===== src/hdl/dcbsr_pkg.sv =====
// Package: shared types and codes of the daisy-chain bus slave relay.
`timescale 1ns / 1ps
`default_nettype none

package dcbsr_pkg;

	// Widths of the bus fields
	localparam int BYTE_W  = 8;
	localparam int KIND_W  = 3;
	localparam int PHASE_W = 3;
	localparam int NIB_W   = 4;
	localparam int POS_W   = 5;

	typedef logic [BYTE_W-1:0]  byte_t;
	typedef logic [KIND_W-1:0]  kind_t;
	typedef logic [PHASE_W-1:0] phase_t;
	typedef logic [NIB_W-1:0]   nib_t;
	typedef logic [POS_W-1:0]   pos_t;

	// Result kinds
	localparam kind_t KIND_RELAY      = 3'd0;
	localparam kind_t KIND_SET_OUTPUT = 3'd1;
	localparam kind_t KIND_SET_PWM    = 3'd2;
	localparam kind_t KIND_SERVO_CFG  = 3'd3;
	localparam kind_t KIND_SET_SERVO  = 3'd4;
	localparam kind_t KIND_SET_DATA   = 3'd5;

	// Packet parser phases; unused codes behave as PH_ID
	localparam phase_t PH_ID      = 3'd0;
	localparam phase_t PH_COUNT   = 3'd1;
	localparam phase_t PH_OPCODE  = 3'd2;
	localparam phase_t PH_OWN     = 3'd3;
	localparam phase_t PH_FOREIGN = 3'd4;
	localparam phase_t PH_CHECK   = 3'd5;

	// Command codes (high nibble of the opcode byte)
	localparam nib_t OP_SET_OUTPUT = 4'h2;
	localparam nib_t OP_SET_PWM    = 4'h3;
	localparam nib_t OP_SERVO_CFG  = 4'h7;
	localparam nib_t OP_SET_SERVO  = 4'h8;
	localparam nib_t OP_SET_DATA   = 4'h9;

endpackage : dcbsr_pkg

`default_nettype wire


===== src/hdl/dcbsr_in_if.sv =====
// Interface: input channel carrying one received bus byte per item.
`timescale 1ns / 1ps
`default_nettype none

interface dcbsr_in_if;
	logic                       valid;
	logic                       ready;
	logic [dcbsr_pkg::BYTE_W-1:0] rx_byte;
	logic [dcbsr_pkg::BYTE_W-1:0] input_bits;

	modport source (output valid, output rx_byte, output input_bits, input ready);
	modport sink   (input valid, input rx_byte, input input_bits, output ready);
endinterface : dcbsr_in_if

`default_nettype wire


===== src/hdl/dcbsr_out_if.sv =====
// Interface: output channel carrying one result item (relayed byte or action).
`timescale 1ns / 1ps
`default_nettype none

interface dcbsr_out_if;
	logic                         valid;
	logic                         ready;
	logic [dcbsr_pkg::KIND_W-1:0] kind;
	logic [dcbsr_pkg::BYTE_W-1:0] first_value;
	logic [dcbsr_pkg::BYTE_W-1:0] second_value;
	logic                         last;

	modport source (output valid, output kind, output first_value, output second_value,
		output last, input ready);
	modport sink   (input valid, input kind, input first_value, input second_value,
		input last, output ready);
endinterface : dcbsr_out_if

`default_nettype wire


===== src/hdl/dcbsr_ram.sv =====
// Generic single-write, single-read RAM with registered read data.
`timescale 1ns / 1ps
`default_nettype none

module dcbsr_ram #(
	parameter int WIDTH = 8,
	parameter int DEPTH = 16
) (
	input  wire logic                     clk,
	input  wire logic                     wr_en,
	input  wire logic [$clog2(DEPTH)-1:0] wr_addr,
	input  wire logic [WIDTH-1:0]         wr_data,
	input  wire logic [$clog2(DEPTH)-1:0] rd_addr,
	output logic      [WIDTH-1:0]         rd_data
);

	logic [WIDTH-1:0] mem [DEPTH];

	// write port
	always_ff @(posedge clk) begin
		if (wr_en) begin
			mem[wr_addr] <= wr_data;
		end
	end

	// registered read port
	always_ff @(posedge clk) begin
		rd_data <= mem[rd_addr];
	end

endmodule : dcbsr_ram

`default_nettype wire


===== src/hdl/daisy_chain_bus_slave_relay.sv =====
// Top level: slave relay of a daisy-chained byte bus with action dispatch.
//
//   channel | dir | payload                                   | handshake
//   --------+-----+-------------------------------------------+-------------
//   rx      | in  | rx_byte[7:0], input_bits[7:0]             | valid/ready
//   tx      | out | kind[2:0], first_value, second_value, last | valid/ready
//
// A byte is accepted only while the sequencer is idle; its relayed byte is held
// in relay_q and leaves through the ST_RELAY state and the output register.
// An action result first takes two payload reads through the RAM port;
// set-data reads and emits each payload byte in turn, up to 15 of them.
// rx.ready is low while the sequencer works on the current byte; a stall on
// tx holds the sequencer. Reset clears the parser; payload RAM is not cleared.
`timescale 1ns / 1ps
`default_nettype none

module daisy_chain_bus_slave_relay #(
	parameter int PAYLOAD_DEPTH = 16
) (
	input wire logic clk,
	input wire logic arst_n,
	dcbsr_in_if.sink   rx,
	dcbsr_out_if.source tx
);
	import dcbsr_pkg::*;

	localparam int AW = $clog2(PAYLOAD_DEPTH);

	// sequencer states
	localparam logic [1:0] ST_IDLE  = 2'd0;
	localparam logic [1:0] ST_ADDR  = 2'd1;
	localparam logic [1:0] ST_DATA  = 2'd2;
	localparam logic [1:0] ST_RELAY = 2'd3;

	logic [1:0]    st_q, st_d;
	phase_t        phase_q, phase_d;
	byte_t         own_id_q, own_id_d;
	byte_t         msg_total_q, msg_total_d;
	byte_t         msg_num_q, msg_num_d;
	pos_t          byte_pos_q, byte_pos_d;
	nib_t          msg_len_q, msg_len_d;
	nib_t          own_len_q, own_len_d;
	nib_t          opcode_q, opcode_d;
	byte_t         relay_q;
	byte_t         p0_q;
	kind_t         act_kind_q;
	logic [AW-1:0] idx_q;

	logic          accept;
	byte_t         relay_d;
	byte_t         ored;
	pos_t          pos_inc;
	logic          wr_en;
	byte_t         wr_data;
	logic          dispatch;
	kind_t         act_kind_d;
	logic          act_start;
	byte_t         rd_data;
	logic          last_idx;

	logic          out_valid_q;
	kind_t         out_kind_q;
	byte_t         out_first_q;
	byte_t         out_second_q;
	logic          out_last_q;
	logic          out_free;
	logic          emit;
	kind_t         emit_kind;
	byte_t         emit_first;
	byte_t         emit_second;
	logic          emit_last;

	assign accept   = rx.valid && rx.ready;
	assign rx.ready = (st_q == ST_IDLE);
	assign ored     = rx.rx_byte | rx.input_bits;
	assign pos_inc  = byte_pos_q + 1'b1;

	// packet parser: next state for the accepted byte
	always_comb begin
		phase_d     = phase_q;
		own_id_d    = own_id_q;
		msg_total_d = msg_total_q;
		msg_num_d   = msg_num_q;
		byte_pos_d  = byte_pos_q;
		msg_len_d   = msg_len_q;
		own_len_d   = own_len_q;
		opcode_d    = opcode_q;
		relay_d     = rx.rx_byte;
		wr_en       = 1'b0;
		wr_data     = rx.rx_byte;
		dispatch    = 1'b0;
		unique case (phase_q)
			PH_COUNT: begin
				msg_total_d = rx.rx_byte;
				phase_d     = (rx.rx_byte == '0) ? PH_ID : PH_OPCODE;
			end
			PH_OPCODE: begin
				byte_pos_d = '0;
				msg_len_d  = rx.rx_byte[NIB_W-1:0];
				if (msg_num_q != own_id_q) begin
					phase_d = (rx.rx_byte[NIB_W-1:0] == '0) ? PH_CHECK : PH_FOREIGN;
				end else begin
					opcode_d  = rx.rx_byte[BYTE_W-1:NIB_W];
					own_len_d = rx.rx_byte[NIB_W-1:0];
					phase_d   = (rx.rx_byte[NIB_W-1:0] == '0) ? PH_CHECK : PH_OWN;
				end
			end
			PH_OWN: begin
				relay_d    = ored;
				wr_data    = ored;
				wr_en      = (32'(byte_pos_q) < PAYLOAD_DEPTH);
				byte_pos_d = pos_inc;
				if (pos_inc >= {1'b0, msg_len_q}) begin
					phase_d = PH_CHECK;
				end
			end
			PH_FOREIGN: begin
				byte_pos_d = pos_inc;
				if (pos_inc >= {1'b0, msg_len_q}) begin
					phase_d = PH_CHECK;
				end
			end
			PH_CHECK: begin
				// checksum is stored unchecked at the current position
				wr_en     = (32'(byte_pos_q) < PAYLOAD_DEPTH);
				msg_num_d = msg_num_q + 1'b1;
				if (msg_num_q == msg_total_q) begin
					dispatch = 1'b1;
					phase_d  = PH_ID;
				end else begin
					phase_d = PH_OPCODE;
				end
			end
			default: begin
				own_id_d  = rx.rx_byte;
				msg_num_d = 8'd1;
				phase_d   = PH_COUNT;
				relay_d   = rx.rx_byte + 1'b1;
			end
		endcase
	end

	// dispatch decode from the stored opcode
	always_comb begin
		act_kind_d = KIND_RELAY;
		act_start  = 1'b0;
		unique case (opcode_q)
			OP_SET_OUTPUT: begin act_kind_d = KIND_SET_OUTPUT; act_start = dispatch; end
			OP_SET_PWM:    begin act_kind_d = KIND_SET_PWM;    act_start = dispatch; end
			OP_SERVO_CFG:  begin act_kind_d = KIND_SERVO_CFG;  act_start = dispatch; end
			OP_SET_SERVO:  begin act_kind_d = KIND_SET_SERVO;  act_start = dispatch; end
			OP_SET_DATA: begin
				act_kind_d = KIND_SET_DATA;
				act_start  = dispatch && (own_len_q != '0);
			end
			default: begin
				act_kind_d = KIND_RELAY;
				act_start  = 1'b0;
			end
		endcase
	end

	// payload store
	dcbsr_ram #(
		.WIDTH (BYTE_W),
		.DEPTH (PAYLOAD_DEPTH)
	) u_payload (
		.clk     (clk),
		.wr_en   (accept && wr_en),
		.wr_addr (byte_pos_q[AW-1:0]),
		.wr_data (wr_data),
		.rd_addr (idx_q),
		.rd_data (rd_data)
	);

	assign out_free = !out_valid_q || tx.ready;
	assign last_idx = (({1'b0, idx_q} + 1'b1) == (AW+1)'(own_len_q));

	// result selection and sequencer next state
	always_comb begin
		st_d        = st_q;
		emit        = 1'b0;
		emit_kind   = KIND_RELAY;
		emit_first  = relay_q;
		emit_second = '0;
		emit_last   = 1'b0;
		unique case (st_q)
			ST_IDLE: begin
				if (accept) begin
					st_d = act_start ? ST_ADDR : ST_RELAY;
				end
			end
			ST_ADDR: begin
				st_d = ST_DATA;
			end
			ST_DATA: begin
				if (act_kind_q == KIND_SET_DATA) begin
					emit_kind  = KIND_SET_DATA;
					emit_first = rd_data;
					if (out_free) begin
						emit = 1'b1;
						st_d = last_idx ? ST_RELAY : ST_ADDR;
					end
				end else if (idx_q == '0) begin
					st_d = ST_ADDR;
				end else begin
					emit_kind   = act_kind_q;
					emit_first  = p0_q;
					emit_second = rd_data;
					if (out_free) begin
						emit = 1'b1;
						st_d = ST_RELAY;
					end
				end
			end
			default: begin
				emit_last = 1'b1;
				if (out_free) begin
					emit = 1'b1;
					st_d = ST_IDLE;
				end
			end
		endcase
	end

	// parser and sequencer control state
	always_ff @(posedge clk or negedge arst_n) begin
		if (!arst_n) begin
			st_q        <= ST_IDLE;
			phase_q     <= PH_ID;
			own_id_q    <= '0;
			msg_total_q <= '0;
			msg_num_q   <= '0;
			byte_pos_q  <= '0;
			msg_len_q   <= '0;
			own_len_q   <= '0;
			opcode_q    <= '0;
			idx_q       <= '0;
		end else begin
			st_q <= st_d;
			if (accept) begin
				phase_q     <= phase_d;
				own_id_q    <= own_id_d;
				msg_total_q <= msg_total_d;
				msg_num_q   <= msg_num_d;
				byte_pos_q  <= byte_pos_d;
				msg_len_q   <= msg_len_d;
				own_len_q   <= own_len_d;
				opcode_q    <= opcode_d;
				idx_q       <= '0;
			end else if (st_q == ST_DATA && (emit || (act_kind_q != KIND_SET_DATA
					&& idx_q == '0))) begin
				idx_q <= idx_q + 1'b1;
			end
		end
	end

	// per-item working values
	always_ff @(posedge clk) begin
		if (accept) begin
			relay_q    <= relay_d;
			act_kind_q <= act_kind_d;
		end
		if (st_q == ST_DATA && idx_q == '0) begin
			p0_q <= rd_data;
		end
	end

	// output register
	always_ff @(posedge clk or negedge arst_n) begin
		if (!arst_n) begin
			out_valid_q <= 1'b0;
		end else if (emit) begin
			out_valid_q <= 1'b1;
		end else if (tx.ready) begin
			out_valid_q <= 1'b0;
		end
	end

	always_ff @(posedge clk) begin
		if (emit) begin
			out_kind_q   <= emit_kind;
			out_first_q  <= emit_first;
			out_second_q <= emit_second;
			out_last_q   <= emit_last;
		end
	end

	assign tx.valid        = out_valid_q;
	assign tx.kind         = out_kind_q;
	assign tx.first_value  = out_first_q;
	assign tx.second_value = out_second_q;
	assign tx.last         = out_last_q;

endmodule : daisy_chain_bus_slave_relay

`default_nettype wire


===== src/flat_wrapper.sv =====
// flat-port wrapper written by rule: the top's interface ports become plain ports
module daisy_chain_bus_slave_relay_flat import dcbsr_pkg::*;
#(
	parameter int PAYLOAD_DEPTH = 16
)
  (clk, arst_n, rx_valid, rx_rx_byte, rx_input_bits, rx_ready, tx_valid, tx_kind, tx_first_value, tx_second_value, tx_last, tx_ready);
  dcbsr_in_if rx_i ();
  dcbsr_out_if tx_i ();
  input wire logic clk;
  input wire logic arst_n;
  input wire logic [$bits(rx_i.valid)-1:0] rx_valid;
  input wire logic [$bits(rx_i.rx_byte)-1:0] rx_rx_byte;
  input wire logic [$bits(rx_i.input_bits)-1:0] rx_input_bits;
  output wire logic [$bits(rx_i.ready)-1:0] rx_ready;
  output wire logic [$bits(tx_i.valid)-1:0] tx_valid;
  output wire logic [$bits(tx_i.kind)-1:0] tx_kind;
  output wire logic [$bits(tx_i.first_value)-1:0] tx_first_value;
  output wire logic [$bits(tx_i.second_value)-1:0] tx_second_value;
  output wire logic [$bits(tx_i.last)-1:0] tx_last;
  input wire logic [$bits(tx_i.ready)-1:0] tx_ready;
  assign rx_i.valid = rx_valid;
  assign rx_i.rx_byte = rx_rx_byte;
  assign rx_i.input_bits = rx_input_bits;
  assign rx_ready = rx_i.ready;
  assign tx_valid = tx_i.valid;
  assign tx_kind = tx_i.kind;
  assign tx_first_value = tx_i.first_value;
  assign tx_second_value = tx_i.second_value;
  assign tx_last = tx_i.last;
  assign tx_i.ready = tx_ready;
  daisy_chain_bus_slave_relay #(.PAYLOAD_DEPTH(PAYLOAD_DEPTH)) u_core (.clk(clk), .arst_n(arst_n), .rx(rx_i), .tx(tx_i));
endmodule

===== config.mk =====
export PLATFORM = sky130hd
export DESIGN_NAME = daisy_chain_bus_slave_relay_flat
export DESIGN_NICKNAME = d
export VERILOG_FILES = /design/src/hdl/dcbsr_pkg.sv /design/src/hdl/dcbsr_in_if.sv /design/src/hdl/dcbsr_out_if.sv /design/src/hdl/dcbsr_ram.sv /design/src/hdl/daisy_chain_bus_slave_relay.sv /design/src/flat_wrapper.sv
export SDC_FILE = /design/constraint.sdc
export NUM_CORES = 1
export LEC_CHECK = 0
export ABC_AREA = 1
export BUFFER_PORTS_ARGS = -buffer_cell sky130_fd_sc_hd__buf_2
export CAP_MARGIN = 20
export CORE_MARGIN = 2
export CORE_UTILIZATION = 60
export CTS_CLUSTER_SIZE = 12
export DETAILED_ROUTE_END_ITERATION = 8
export PLACE_DENSITY = 0.78
export SYNTH_ARGS = -nofsm -noshare
export SYNTH_HDL_FRONTEND = slang
export SYNTH_HIERARCHICAL = 1
export SYNTH_SLANG_ARGS = --single-unit

===== constraint.sdc =====
create_clock -name clk -period 4.6 [get_ports clk]
set_clock_uncertainty 0.1 [all_clocks]
set_input_delay 0.23 -clock clk [delete_from_list [all_inputs] [get_ports clk]]
set_output_delay 0.23 -clock clk [all_outputs]
set_load 0.02 [all_outputs]

==> summary.md <==
| Metric | Value |
|---|---|
| Setup ws final | `1530 ps` |
| Layout cells sized above 1 | `under 10%` |
| Hold Slack | `63.5 ps` |
| Hold crit path type | `in -> reg` |
| Relative slew slack | `between 30% and 40%` |
| CTS tree | `yes` |
| Final period util | `approximately 67%` |
| Rows | `between 40 and 50` |
| Seq/Total Area, Yosys | `61.6%` |
| Compound-Gate Fraction of Synth Area | `around 4.7%` |
| Adder-cell share of the synthesized area | `approximately 1.8%` |
| Worst path arrival time | `3090 ps` |
| Detail Placement HPWL | `15200 um` |
| Final Hold Fails | `0` |
| ANT cells | `0` |
| Crit path launch type | `register` |
| Commonest non-fill, non-tap cell in the layout | `nand2_1` |
| R2R Setup Slk | `1530 ps` |
| Pre-CTS setup slack | `approximately 1600 ps` |
| Worst-path clk slew | `60 ps` |
| Worst path slowest cell | `nor2_1` |
| Slew @ Worst Pin | `955 ps` |
| Switch share | `38.0%` |
| Status | `finished, final reports clean` |
| CTS root buf | `clkbuf_16` |
| Internal Pwr Total | `approximately 4.4 mW` |
| Worst path top cell family by delay | `simple AND/OR/NAND/NOR gates` |
| Maximum buffer depth of the clock tree | `3` |
| Syn nets | `1115` |
| Setup violations, final | `0` |
| Worst setup EP type | `register` |
| Post-layout util | `67.3%` |
| GP Congestion | `about 0.87` |
| Most frequent cells in the layout | `nand2_1 (301), inv_1 (179), edfxtp_1 (167)` |
| Drt first pass iters | `8` |
| Reg2Reg Depth | `6` |
| Die H | `136 um` |
| Largest family of logic cells by synthesized area | `simple AND/OR/NAND/NOR gates` |
| Final worst path period need | `3070 ps` |
| Ys Warns | `6` |
| First-pass GRT wire length | `36800 um` |
| Largest net degree at the start of global routing | `65` |
| Total GRT Usage | `26.0%` |
| Crit path buffers/inverters | `1` |
| Via/cell ratio | `~5.5` |
| Clock Power Share | `24.1%` |
| RSZ-0062 raised after global routing | `no` |
| Antenna violations before repair | `0` |
| DR DRC count | `0` |
| Max Cap Violations | `0` |
| Reg power frac | `41.5%` |
| CP Max Fanout | `10` |
| Vias in the first global route | `7194` |
| Cts repair resizes | `0` |
| Critical Path Stages | `6` |
| Max-slew violations | `0` |
| VDD IR max | `399 uV` |
| Placed insts | `1319` |
| Syn Inst Count | `roughly 1100` |
| Total CTS buffers | `23` |
| Crit path cell chain | `inv_1, ha_1, nand2_2, a211oi_1, nand3_1, nor2_1` |
| Fin Setup TNS | `0 ps` |
| CP max stage delay | `640 ps` |
| Combinational share of power | `about a third` |
| Mux cell area share after synthesis | `0%` |
| Port Buffers | `41` |
| Detail Route Antenna Nets | `0` |
| Worst path required time | `4630 ps` |
| P_sw | `2.70 mW` |
| Total number of H-tree levels | `1` |
| GRT Residual Overflow | `0` |
| Initial DRC count | `710` |
| Post-Syn Area | `~0.010 sq mm` |
| Top Ports | `42` |
| Count of different cell masters after synthesis | `46` |
| Lkg Pwr | `5.09 nW` |
| Total number of vias | `7515` |
| Fraction of the mapped netlist area in simple logic gates | `a little over a fifth` |
| Width of the chip | `136 um` |
| Layout area overhead | `10.3%` |
| Max Freq | `about 0.33 GHz` |
| Die Area | `0.0185 sq mm` |
| Clock Sinks | `between 200 and 250` |
| Core box area | `0.0172 sq mm` |
| Syn Area/Cell | `9.70 sq um` |
| Fin cells | `1368` |
| Synthesized flop and latch total | `226` |
| Final #Nets | `1163` |
| Synth Area in XOR/XNOR | `1.25%` |
| Starting Density | `roughly three fifths` |
| Worst Path Class, Setup | `reg -> reg` |
| Pwr/cell area | `615 mW/mm^2` |
| WL/cell | `17.0 um` |
| Hold path cells | `3` |
| Total wire length | `23300 um` |
| Clk_lat worst skew | `500 ps` |
==> logic make-up (layout without fill, tap and decap cells) <==
| logic type | count (synthesis) | in the layout |
|---|---|---|
| DFF | 226 | 226 |
| adders and majority gates | 15 | 15 |
| AOI/OAI and AO/OA | 82 | 82 |
| xor gates and xnor gates | 15 | 15 |
| and+or+nand+nor | 517 | 517 |
| buffers and inverters | 225 | 288 |
==> final cells by class <==
type / count / area [sq um]
clock inverters: 2 / 35.0
well taps: 225 / 282
fillers: 1325 / 5620
repair buffers: 53 / 333
inverters: 195 / 743
flip-flops and latches: 226 / 6450
multi-input cells: 629 / 3070
clock buffers: 38 / 642
==> layer usage <==
metal	track usage [%]	wire (um)	vias to the layer above
met5	0	0	-
met4	7.41	652	0
met3	4.44	2060	50
met2	42.2	10900	354
met1	36.5	9660	3519
li1	-	-	3592
==> final timing paths <==
| kind | start | end |
|---|---|---|
| worst max-delay path | u_core/st_q[0] | u_core/u_payload/mem[9][6] |
| worst min-delay path | rx_rx_byte[6] | u_core/own_id_q[6] |
| worst max register to register | u_core/st_q[0] | u_core/u_payload/mem[9][6] |
| worst min register to register | u_core/u_payload/rd_data[2] | u_core/p0_q[2] |
| max in group asynchronous | arst_n | u_core/idx_q[0] |
| min in group asynchronous | arst_n | u_core/tx.valid |
==> synthesized netlist by cell type, drive strengths merged <==
library cell | instances | area share (%)
o32ai | 1 | 0.084
buf | 27 | 1.9
xor2 | 11 | 0.92
o21ai | 48 | 2.5
nand3b | 1 | 0.072
clkbuf | 3 | 0.11
dfxtp | 8 | 1.5
xnor2 | 4 | 0.33
o221ai | 7 | 0.59
o31ai | 2 | 0.14
inv | 191 | 6.9
a22oi | 1 | 0.072
dfrtp | 51 | 12
nand2 | 305 | 11
ha | 15 | 1.8
nor3 | 9 | 0.57
a31oi | 4 | 0.24
edfxtp | 167 | 48
nand4 | 7 | 0.42
nor3b | 1 | 0.072
nand3 | 136 | 6.8
a21oi | 12 | 0.57
a21boi | 1 | 0.072
o21bai | 2 | 0.14
nor2 | 57 | 2.5
o22ai | 3 | 0.18
or2 | 1 | 0.060
a211oi | 1 | 0.072
clkinv | 4 | 0.20
==> stage by stage <==
step / total power [mW] / cell area [sq um]
2_1_floorplan: 4.74 / 10500
3_3_place_gp: 5.27 / 10800
3_5_place_dp: 5.34 / 10800
4_1_cts: 7.07 / 11500
5_1_grt: 7.54 / 11600
6_report: 7.11 / 11600
==> sequential cells by signal, summed over array words and instances, names as in the netlist, 2 cells and up <==
| name | count |
|---|---|
| u_core/st_q | 2 |
| u_core/idx_q | 4 |
| u_core/relay_q | 8 |
| u_core/opcode_q | 4 |
| u_core/u_payload/rd_data | 8 |
| u_core/tx.first_value | 8 |
| u_core/msg_len_q | 4 |
| u_core/phase_q | 3 |
| u_core/own_len_q | 4 |
| u_core/tx.second_value | 8 |
| u_core/act_kind_q | 3 |
| u_core/u_payload/mem | 128 |
| u_core/own_id_q | 8 |
| u_core/p0_q | 8 |
| u_core/msg_total_q | 8 |
| u_core/byte_pos_q | 5 |
| u_core/tx.kind | 3 |
| u_core/msg_num_q | 8 |
==> tightest hold or removal path: cells and delay by family <==
kind | cells | cell delay (ps)
buf+inv | 2 | 220
compound gates | 1 | 170
==> power by group through the flow <==
stage          Clock (mW)  Sequential (mW)  Combinational [mW]
6_report             1.72             2.95                2.44
5_1_grt              1.82             3.00                2.72
4_1_cts              1.73             2.95                2.39
3_5_place_dp            0             2.99                2.35
3_3_place_gp            0             2.98                2.29
2_1_floorplan           0             2.99                1.76
==> repair_timing <==
| action | CTS | global route |
|---|---|---|
| endpoints found under the setup margin | 0 | 0 |
| hold buffers | 7 | 0 |
| setup buffers | 0 | 0 |
| endpoints found under the hold margin | 58 | 0 |
No activity file was read; power rests on OpenSTA's default activity.
